[src/rtl/pfd_pkg.sv]
// Shared types and constants for the filtered-derivative PID block.
package pfd_pkg;

	// Register indexes on the configuration port
	localparam int unsigned CFG_IDX_W = 3;
	localparam logic [CFG_IDX_W-1:0] REG_GAIN_P      = 3'd0;
	localparam logic [CFG_IDX_W-1:0] REG_GAIN_I      = 3'd1;
	localparam logic [CFG_IDX_W-1:0] REG_GAIN_D      = 3'd2;
	localparam logic [CFG_IDX_W-1:0] REG_FILTER_COEF = 3'd3;

	// Datapath widths
	localparam int unsigned GAIN_W = 16;
	localparam int unsigned ERR_W  = 13;
	localparam int unsigned SUM_W  = 32;
	localparam int unsigned FILT_W = 30;
	localparam int unsigned OPA_W  = 32;
	localparam int unsigned PROD_W = 48;
	localparam int unsigned CMD_W  = 12;

	// Limits in their fixed-point formats
	localparam logic signed [ERR_W-1:0]  ERR_LIMIT   = 13'sd2880;
	localparam logic signed [PROD_W-1:0] INT_MAX_Q12 = 48'sd1044480;
	localparam logic signed [PROD_W-1:0] CMD_MAX_Q20 = 48'sd267386880;
	localparam logic [CMD_W-1:0]         CMD_MAX_Q4  = 12'd4080;

	// Sequencer states
	typedef enum logic [2:0] {
		ST_IDLE,
		ST_MUL_I,
		ST_MUL_P,
		ST_MUL_KD,
		ST_DIFF,
		ST_MUL_N,
		ST_ADD_D,
		ST_DONE
	} pfd_state_t;

	// Operand pair for the shared multiplier
	typedef enum logic [1:0] {
		MUL_SUM_I,
		MUL_E_P,
		MUL_E_D,
		MUL_DIFF_N
	} pfd_mul_sel_t;

	// Accumulator operations
	typedef enum logic [2:0] {
		ACC_HOLD,
		ACC_LOAD_I,
		ACC_ADD_P,
		ACC_SHIFT,
		ACC_ADD_D
	} pfd_acc_op_t;

	// Control from sequencer to datapath
	typedef struct packed {
		logic         accept;
		logic         mul_en;
		pfd_mul_sel_t mul_sel;
		pfd_acc_op_t  acc_op;
		logic         load_diff;
		logic         finish;
	} pfd_ctrl_t;

endpackage

[src/rtl/pfd_mul.sv]
// Shared signed-by-unsigned multiplier with registered product.
module pfd_mul
	import pfd_pkg::*;
(
	input  logic                     clk,
	input  logic                     en,
	input  logic signed [OPA_W-1:0]  a,
	input  logic [GAIN_W-1:0]        b,
	output logic signed [PROD_W-1:0] prod_q
);

	logic signed [OPA_W+GAIN_W:0] full;

	// 32 x 17 signed product; result range fits 48 bits
	assign full = a * $signed({1'b0, b});

	always_ff @(posedge clk) begin
		if (en) begin
			prod_q <= full[PROD_W-1:0];
		end
	end

endmodule

[src/rtl/pfd_seq.sv]
// Step sequencer that schedules the shared multiplier and accumulator.
module pfd_seq
	import pfd_pkg::*;
(
	input  logic      clk,
	input  logic      arst_n,
	input  logic      in_valid,
	input  logic      out_free,
	output logic      in_ready,
	output pfd_ctrl_t ctrl
);

	pfd_state_t state_q, state_d;

	// State register
	always_ff @(posedge clk or negedge arst_n) begin
		if (!arst_n) begin
			state_q <= ST_IDLE;
		end else begin
			state_q <= state_d;
		end
	end

	// Next state and step controls
	always_comb begin
		state_d        = state_q;
		in_ready       = 1'b0;
		ctrl.accept    = 1'b0;
		ctrl.mul_en    = 1'b0;
		ctrl.mul_sel   = MUL_SUM_I;
		ctrl.acc_op    = ACC_HOLD;
		ctrl.load_diff = 1'b0;
		ctrl.finish    = 1'b0;
		case (state_q)
			ST_IDLE: begin
				in_ready    = 1'b1;
				ctrl.accept = in_valid;
				if (in_valid) begin
					state_d = ST_MUL_I;
				end
			end
			ST_MUL_I: begin
				ctrl.mul_en  = 1'b1;
				ctrl.mul_sel = MUL_SUM_I;
				state_d      = ST_MUL_P;
			end
			ST_MUL_P: begin
				ctrl.mul_en  = 1'b1;
				ctrl.mul_sel = MUL_E_P;
				ctrl.acc_op  = ACC_LOAD_I;
				state_d      = ST_MUL_KD;
			end
			ST_MUL_KD: begin
				ctrl.mul_en  = 1'b1;
				ctrl.mul_sel = MUL_E_D;
				ctrl.acc_op  = ACC_ADD_P;
				state_d      = ST_DIFF;
			end
			ST_DIFF: begin
				ctrl.load_diff = 1'b1;
				ctrl.acc_op    = ACC_SHIFT;
				state_d        = ST_MUL_N;
			end
			ST_MUL_N: begin
				ctrl.mul_en  = 1'b1;
				ctrl.mul_sel = MUL_DIFF_N;
				state_d      = ST_ADD_D;
			end
			ST_ADD_D: begin
				ctrl.acc_op = ACC_ADD_D;
				state_d     = ST_DONE;
			end
			ST_DONE: begin
				// wait for the output slot before committing
				if (out_free) begin
					ctrl.finish = 1'b1;
					state_d     = ST_IDLE;
				end
			end
			default: begin
				state_d = ST_IDLE;
			end
		endcase
	end

endmodule

[src/rtl/pid_filtered_derivative.sv]
// PID step with filtered derivative: one shared multiplier under a sequencer.
// A request runs through MUL_I, MUL_P, MUL_KD, DIFF, MUL_N, ADD_D and DONE; DONE waits for a free output.
// A new request is taken only in IDLE, once the previous one has passed the eight sequencer states.
// A finished result waits in the output register while the next request is taken.
// Reset (arst_n low, asynchronous) clears gains, error sum, filter state and valids.
module pid_filtered_derivative
	import pfd_pkg::*;
(
	input  logic                     clk,
	input  logic                     arst_n,
	input  logic                     cfg_we,
	input  logic [CFG_IDX_W-1:0]     cfg_index,
	input  logic [GAIN_W-1:0]        cfg_data,
	input  logic                     in_valid,
	output logic                     in_ready,
	input  logic signed [15:0]       setpoint,
	input  logic signed [15:0]       measured,
	output logic                     out_valid,
	input  logic                     out_ready,
	output logic [CMD_W-1:0]         command,
	output logic                     saturated
);

	logic [GAIN_W-1:0]        gain_p_q, gain_i_q, gain_d_q, filter_coef_q;
	logic signed [SUM_W-1:0]  error_sum_q;
	logic signed [FILT_W-1:0] filt_q;
	logic signed [FILT_W-1:0] diff_q;
	logic signed [ERR_W-1:0]  e_q;
	logic signed [PROD_W-1:0] acc_q;
	logic signed [PROD_W-1:0] prod_q;
	logic                     out_valid_q;
	logic [CMD_W-1:0]         command_q;
	logic                     saturated_q;

	pfd_ctrl_t                ctrl;
	logic                     out_free;
	logic signed [16:0]       raw_err;
	logic signed [ERR_W-1:0]  err_clamped;
	logic signed [OPA_W-1:0]  mul_a;
	logic [GAIN_W-1:0]        mul_b;
	logic signed [FILT_W-1:0] kde;
	logic signed [SUM_W:0]    sum_next;
	logic signed [SUM_W-1:0]  sum_sat;
	logic [CMD_W-1:0]         cmd_next;
	logic                     sat_next;

	assign out_free = !out_valid_q || out_ready;

	pfd_seq u_seq (
		.clk      (clk),
		.arst_n   (arst_n),
		.in_valid (in_valid),
		.out_free (out_free),
		.in_ready (in_ready),
		.ctrl     (ctrl)
	);

	// Configuration registers
	always_ff @(posedge clk or negedge arst_n) begin
		if (!arst_n) begin
			gain_p_q      <= '0;
			gain_i_q      <= '0;
			gain_d_q      <= '0;
			filter_coef_q <= '0;
		end else if (cfg_we) begin
			case (cfg_index)
				REG_GAIN_P:      gain_p_q      <= cfg_data;
				REG_GAIN_I:      gain_i_q      <= cfg_data;
				REG_GAIN_D:      gain_d_q      <= cfg_data;
				REG_FILTER_COEF: filter_coef_q <= cfg_data;
				default: ;
			endcase
		end
	end

	// Error, clamped to +/-180.0
	assign raw_err = 17'(setpoint) - 17'(measured);

	always_comb begin
		if (raw_err > 17'(ERR_LIMIT)) begin
			err_clamped = ERR_LIMIT;
		end else if (raw_err < -17'(ERR_LIMIT)) begin
			err_clamped = -ERR_LIMIT;
		end else begin
			err_clamped = raw_err[ERR_W-1:0];
		end
	end

	always_ff @(posedge clk) begin
		if (ctrl.accept) begin
			e_q <= err_clamped;
		end
	end

	// Operand selection for the shared multiplier
	always_comb begin
		case (ctrl.mul_sel)
			MUL_SUM_I: begin
				mul_a = error_sum_q;
				mul_b = gain_i_q;
			end
			MUL_E_P: begin
				mul_a = OPA_W'(e_q);
				mul_b = gain_p_q;
			end
			MUL_E_D: begin
				mul_a = OPA_W'(e_q);
				mul_b = gain_d_q;
			end
			MUL_DIFF_N: begin
				mul_a = OPA_W'(diff_q);
				mul_b = filter_coef_q;
			end
			default: begin
				mul_a = error_sum_q;
				mul_b = gain_i_q;
			end
		endcase
	end

	pfd_mul u_mul (
		.clk    (clk),
		.en     (ctrl.mul_en),
		.a      (mul_a),
		.b      (mul_b),
		.prod_q (prod_q)
	);

	// Accumulator: I clamp, + P, scale to Q.20, + D
	always_ff @(posedge clk) begin
		case (ctrl.acc_op)
			ACC_LOAD_I: begin
				if (prod_q < 0) begin
					acc_q <= '0;
				end else if (prod_q > INT_MAX_Q12) begin
					acc_q <= INT_MAX_Q12;
				end else begin
					acc_q <= prod_q;
				end
			end
			ACC_ADD_P:  acc_q <= acc_q + prod_q;
			ACC_SHIFT:  acc_q <= acc_q <<< 8;
			ACC_ADD_D:  acc_q <= acc_q + prod_q;
			default: ;
		endcase
	end

	// Derivative difference against the stored filter value
	assign kde = prod_q[FILT_W-1:0];

	always_ff @(posedge clk) begin
		if (ctrl.load_diff) begin
			diff_q <= kde - filt_q;
		end
	end

	// Error sum with 32-bit saturation
	assign sum_next = (SUM_W+1)'(error_sum_q) + (SUM_W+1)'(e_q);

	always_comb begin
		if (sum_next[SUM_W] != sum_next[SUM_W-1]) begin
			sum_sat = sum_next[SUM_W] ? {1'b1, {(SUM_W-1){1'b0}}}
			                          : {1'b0, {(SUM_W-1){1'b1}}};
		end else begin
			sum_sat = sum_next[SUM_W-1:0];
		end
	end

	// Loop state
	always_ff @(posedge clk or negedge arst_n) begin
		if (!arst_n) begin
			error_sum_q <= '0;
			filt_q      <= '0;
		end else begin
			if (ctrl.load_diff) begin
				filt_q <= kde;
			end
			if (ctrl.finish) begin
				error_sum_q <= sum_sat;
			end
		end
	end

	// Command saturation to 0..255.0
	always_comb begin
		if (acc_q < 0) begin
			cmd_next = '0;
			sat_next = 1'b1;
		end else if (acc_q > CMD_MAX_Q20) begin
			cmd_next = CMD_MAX_Q4;
			sat_next = 1'b1;
		end else begin
			cmd_next = acc_q[16+CMD_W-1:16];
			sat_next = 1'b0;
		end
	end

	// Output register
	always_ff @(posedge clk or negedge arst_n) begin
		if (!arst_n) begin
			out_valid_q <= 1'b0;
		end else if (ctrl.finish) begin
			out_valid_q <= 1'b1;
		end else if (out_ready) begin
			out_valid_q <= 1'b0;
		end
	end

	always_ff @(posedge clk) begin
		if (ctrl.finish) begin
			command_q   <= cmd_next;
			saturated_q <= sat_next;
		end
	end

	assign out_valid = out_valid_q;
	assign command   = command_q;
	assign saturated = saturated_q;

endmodule

[config.mk]
export PLATFORM = sky130hd
export DESIGN_NAME = pid_filtered_derivative
export DESIGN_NICKNAME = d
export VERILOG_FILES = /design/src/rtl/pfd_pkg.sv /design/src/rtl/pfd_mul.sv /design/src/rtl/pfd_seq.sv /design/src/rtl/pid_filtered_derivative.sv
export SDC_FILE = /design/constraint.sdc
export NUM_CORES = 2
export LEC_CHECK = 0
export ABC_CLOCK_PERIOD_IN_PS = 9500
export BUFFER_PORTS_ARGS = -buffer_cell sky130_fd_sc_hd__clkbuf_2
export CAP_MARGIN = 20
export CORE_MARGIN = 2
export CORE_UTILIZATION = 60
export CTS_CLUSTER_DIAMETER = 200
export DETAILED_ROUTE_END_ITERATION = 10
export PLACE_DENSITY = 0.86
export RECOVER_POWER = 100
export SYNTH_ARGS = -nofsm -noshare
export SYNTH_HDL_FRONTEND = slang
export SYNTH_HIERARCHICAL = 1
export SYNTH_SLANG_ARGS = --single-unit
[constraint.sdc]
create_clock -name clk -period 9.5 [get_ports clk]
set_input_delay 2.375 -clock clk [delete_from_list [all_inputs] [get_ports clk]]
set_output_delay 2.375 -clock clk [all_outputs]
set_load 0.05 [all_outputs]
==> metrics.csv <==
stage;metric;value;unit
floorplanning;die area;0.0624;sq mm
layout;layout cells sized above 1;0.0735;
placed_design;placed cell areas;0.0375;sq mm
placed_design;Post-DP HPWL;71.6;mm
floorplanning;CORE AREA;0.0600;sq mm
critical_path;critical path class;reg -> reg;
clock_tree;CTS buffer count;30;
detailed_routing;vias;28321;
synthesis;Post-Syn Nets;4717;
detailed_routing;DR WL/cell;19.1;microns
synthesis;top cells by count, synth;717 x inv_1, 488 x fa_1, 457 x nand2_1;
grt;vias in the first global route;28729;
critical_path;Slowest cell on crit path;ha_1;
detailed_routing;initial drt markers;2744;
synthesis;Avg Inst Size Synth;9.22;sq um
grt;antenna violations before repair;0;
critical_path;CP startpoint kind;flop;
status;status;finished with violations;
critical_path;CP endpoint kind;flop;
layout;Antenna Cells;0;
job;Max Cap Violations;8;
clock_tree;CTS H-tree lvls;1;
clock_tree;clk buf depth;3;
timing;Clock Skew;30.2;ps
grt;first-pass GRT wire length;149;mm
synthesis;Synth Area in Adders;0.354;
layout;NumNets Final;4721;
placed_design;Final GP Congestion;0.952;
synthesis;largest cells by area after synthesis;fa_1 27%, edfxtp_1 13%, dfrtp_1 9.0%;
grt;largest net degree at the start of global routing;82;
synthesis;post-synthesis sequential element count;282;
clock_tree;CTS resizes;0;
synthesis;dominant synthesized flop cell;edfxtp_1;
synthesis;Post-Synth Simple-Gate Area;0.140;
worst_hold_path;hold crit path type;reg -> reg;
floorplanning;Initial Util;0.604;
layout;Area growth syn-to-layout;6.48;%
detailed_routing;antenna-violating nets left;0;
synthesis;top-area cell type share of the netlist area;0.270;
placed_design;# port buffers;70;
synthesis;most common cell in the netlist;inv_1;
synthesis;Post-synth EDFFs;152;
detailed_routing;via-per-instance ratio;5.97;
timing;Slew Viols, Final;423;
critical_path;most used cell, CP;fa_1;
synthesis;Netlist Area Pre-Place;0.0362;sq mm
timing;Period Utilization, post-route;0.954;
critical_path;worst endpoint required time;9930;ps
synthesis;Compound-Gate Fraction of Synth Area;0.137;
synthesis;Ys Warns;6;
critical_path;max incr delay on CP;800;ps
synthesis;Mapped Cells;3931;
timing;unrepaired setup endpoints after global routing;no;
synthesis;post-synthesis xor/xnor area fraction;0.0404;
timing;setup TNS;0;ps
clock_tree;Clk Latency, worst-skew pair;610;ps
floorplanning;# IOs;71;
synthesis;Async S/R FF share, synth;0.461;
timing;fin crit period;9060;ps
synthesis;largest family of logic cells by synthesized area;adder cells;
floorplanning;Die Width;250;microns
floorplanning;Rows;90;
synthesis;cell taking the most area after synthesis;fa_1;
clock_tree;Clk pin slew, worst setup/hold paths;60;ps
clock_tree;Hold-fix buffers, CTS;0;
detailed_routing;final WL;90.7;mm
detailed_routing;Remaining DRCs;0;
timing;Least-Margin Pin Slew;4460;ps
clock_tree;Num Clock Sinks;282;
timing;Slew HR;-1.97;
timing;Setup violations, final;0;
critical_path;R2R setup slack;440;ps
synthesis;post-synthesis mux area share;0.0212;
timing;f_max;110;MHz
grt;Tot GR Track Use;0.294;
detailed_routing;Pre-antenna DRT Iters;6;
timing;Fin Hold WS;510;ps
grt;grt total ovfl;0;
clock_tree;CTS tree;yes;
critical_path;largest fanout on the critical path;17;
status;failing checks;max-capacitance violations, max-slew violations;
layout;FILL cells;4596;
synthesis;Netlist cell types;101;
synthesis;sequential-to-total area share from yosys stat;0.216;
layout;final instance area;0.0386;sq mm
timing;final hold vios;0;
clock_tree;clk root buf;clkbuf_16;
critical_path;critical path data arrival time;9490;ps
floorplanning;die span in y;250;microns
clock_tree;Post-CTS Setup Inserts;0;
## per-layer routing
metal / GRT usage / wire length, microns / share of wire / vias to the layer above
met5: 0 / 0 / 0 / -
met4: 0.101 / 3440 / 0.038 / 0
li1: - / - / - / 12759
met2: 0.461 / 40600 / 0.45 / 1494
met1: 0.416 / 37600 / 0.41 / 13843
met3: 0.0515 / 9060 / 0.10 / 225
## critical path: cells and delay by family, from the launching register on
family                     cells  cell delay (ps)
adders and majority gates      8             4000
and+or+nand+nor                4              880
buffers and inverters          4              240
DFF                            1              540
AOI/OAI and AO/OA              9             2520
muxes                          1              700
## final cells by class
class	instances	area, sq um	share of cell area
Clock buffer	35	807	0.0209
Clock inverter	21	309	0.00801
Inverter	717	2690	0.0698
Multi-Input combinational cell	2767	25200	0.652
Sequential cell	282	7820	0.203
Tap cell	782	978	0.0254
Timing Repair Buffer	137	810	0.0210
## stage by stage
stage	setup slack (ps)	utilization	cells
6_report	439	0.643	4741
5_1_grt	33.3	0.643	4741
4_1_cts	626	0.644	4740
3_5_place_dp	622	0.626	4684
3_3_place_gp	872	0.626	4684
2_1_floorplan	1480	-	3931
## sequential cells by signal, summed over array words and instances (netlist names)
| register | flops |
|---|---|
| acc_q | 48 |
| u_mul/prod_q | 48 |
| error_sum_q | 32 |
| diff_q | 30 |
| filt_q | 30 |
| filter_coef_q | 16 |
| gain_d_q | 16 |
| gain_i_q | 16 |
| gain_p_q | 16 |
| e_q | 13 |
| command | 12 |
| u_seq/state_q | 3 |
| out_valid | 1 |
| saturated | 1 |
## kinds of logic (layout without fill, tap and decap cells)
logic type	after synthesis	after routing
xor+xnor	165	165
simple gates	1044	1044
flops	282	282
buf+inv	882	910
mux	70	70
compound gates	757	757
fa+ha+maj	731	731
## layout by cell type, fill, tap and decap left out, drive strengths merged, types with 129 or more instances in the layout
| cell | Yosys | final |
|---|---|---|
| dfrtp | 130 | 130 |
| nand2 | 457 | 457 |
| fa | 488 | 488 |
| inv | 717 | 720 |
| edfxtp | 152 | 152 |
| a21oi | 225 | 225 |
| nor2 | 129 | 129 |
| o21ai | 209 | 209 |
| ha | 242 | 242 |
| and2 | 252 | 252 |
## path summary, 6_finish.rpt
| check | from | to | cells after the start |
|---|---|---|---|
| max reg2reg | u_seq/state_q[1]$_DFFE_PN0P_ | u_mul/prod_q[47]$_DFFE_PP_ | 26 |
| max | u_seq/state_q[1]$_DFFE_PN0P_ | u_mul/prod_q[47]$_DFFE_PP_ | 26 |
| min reg2reg | gain_p_q[12]$_DFFE_PN0P_ | gain_p_q[12]$_DFFE_PN0P_ | 1 |
| max in group asynchronous | arst_n | error_sum_q[26]$_DFFE_PN0P_ | 2 |
| min in group asynchronous | arst_n | filter_coef_q[9]$_DFFE_PN0P_ | 1 |
| min | gain_p_q[12]$_DFFE_PN0P_ | gain_p_q[12]$_DFFE_PN0P_ | 1 |
Power is left out: the tool's default activity adds up to more than one toggle a clock period on the data nets, which glitch-free logic cannot reach.
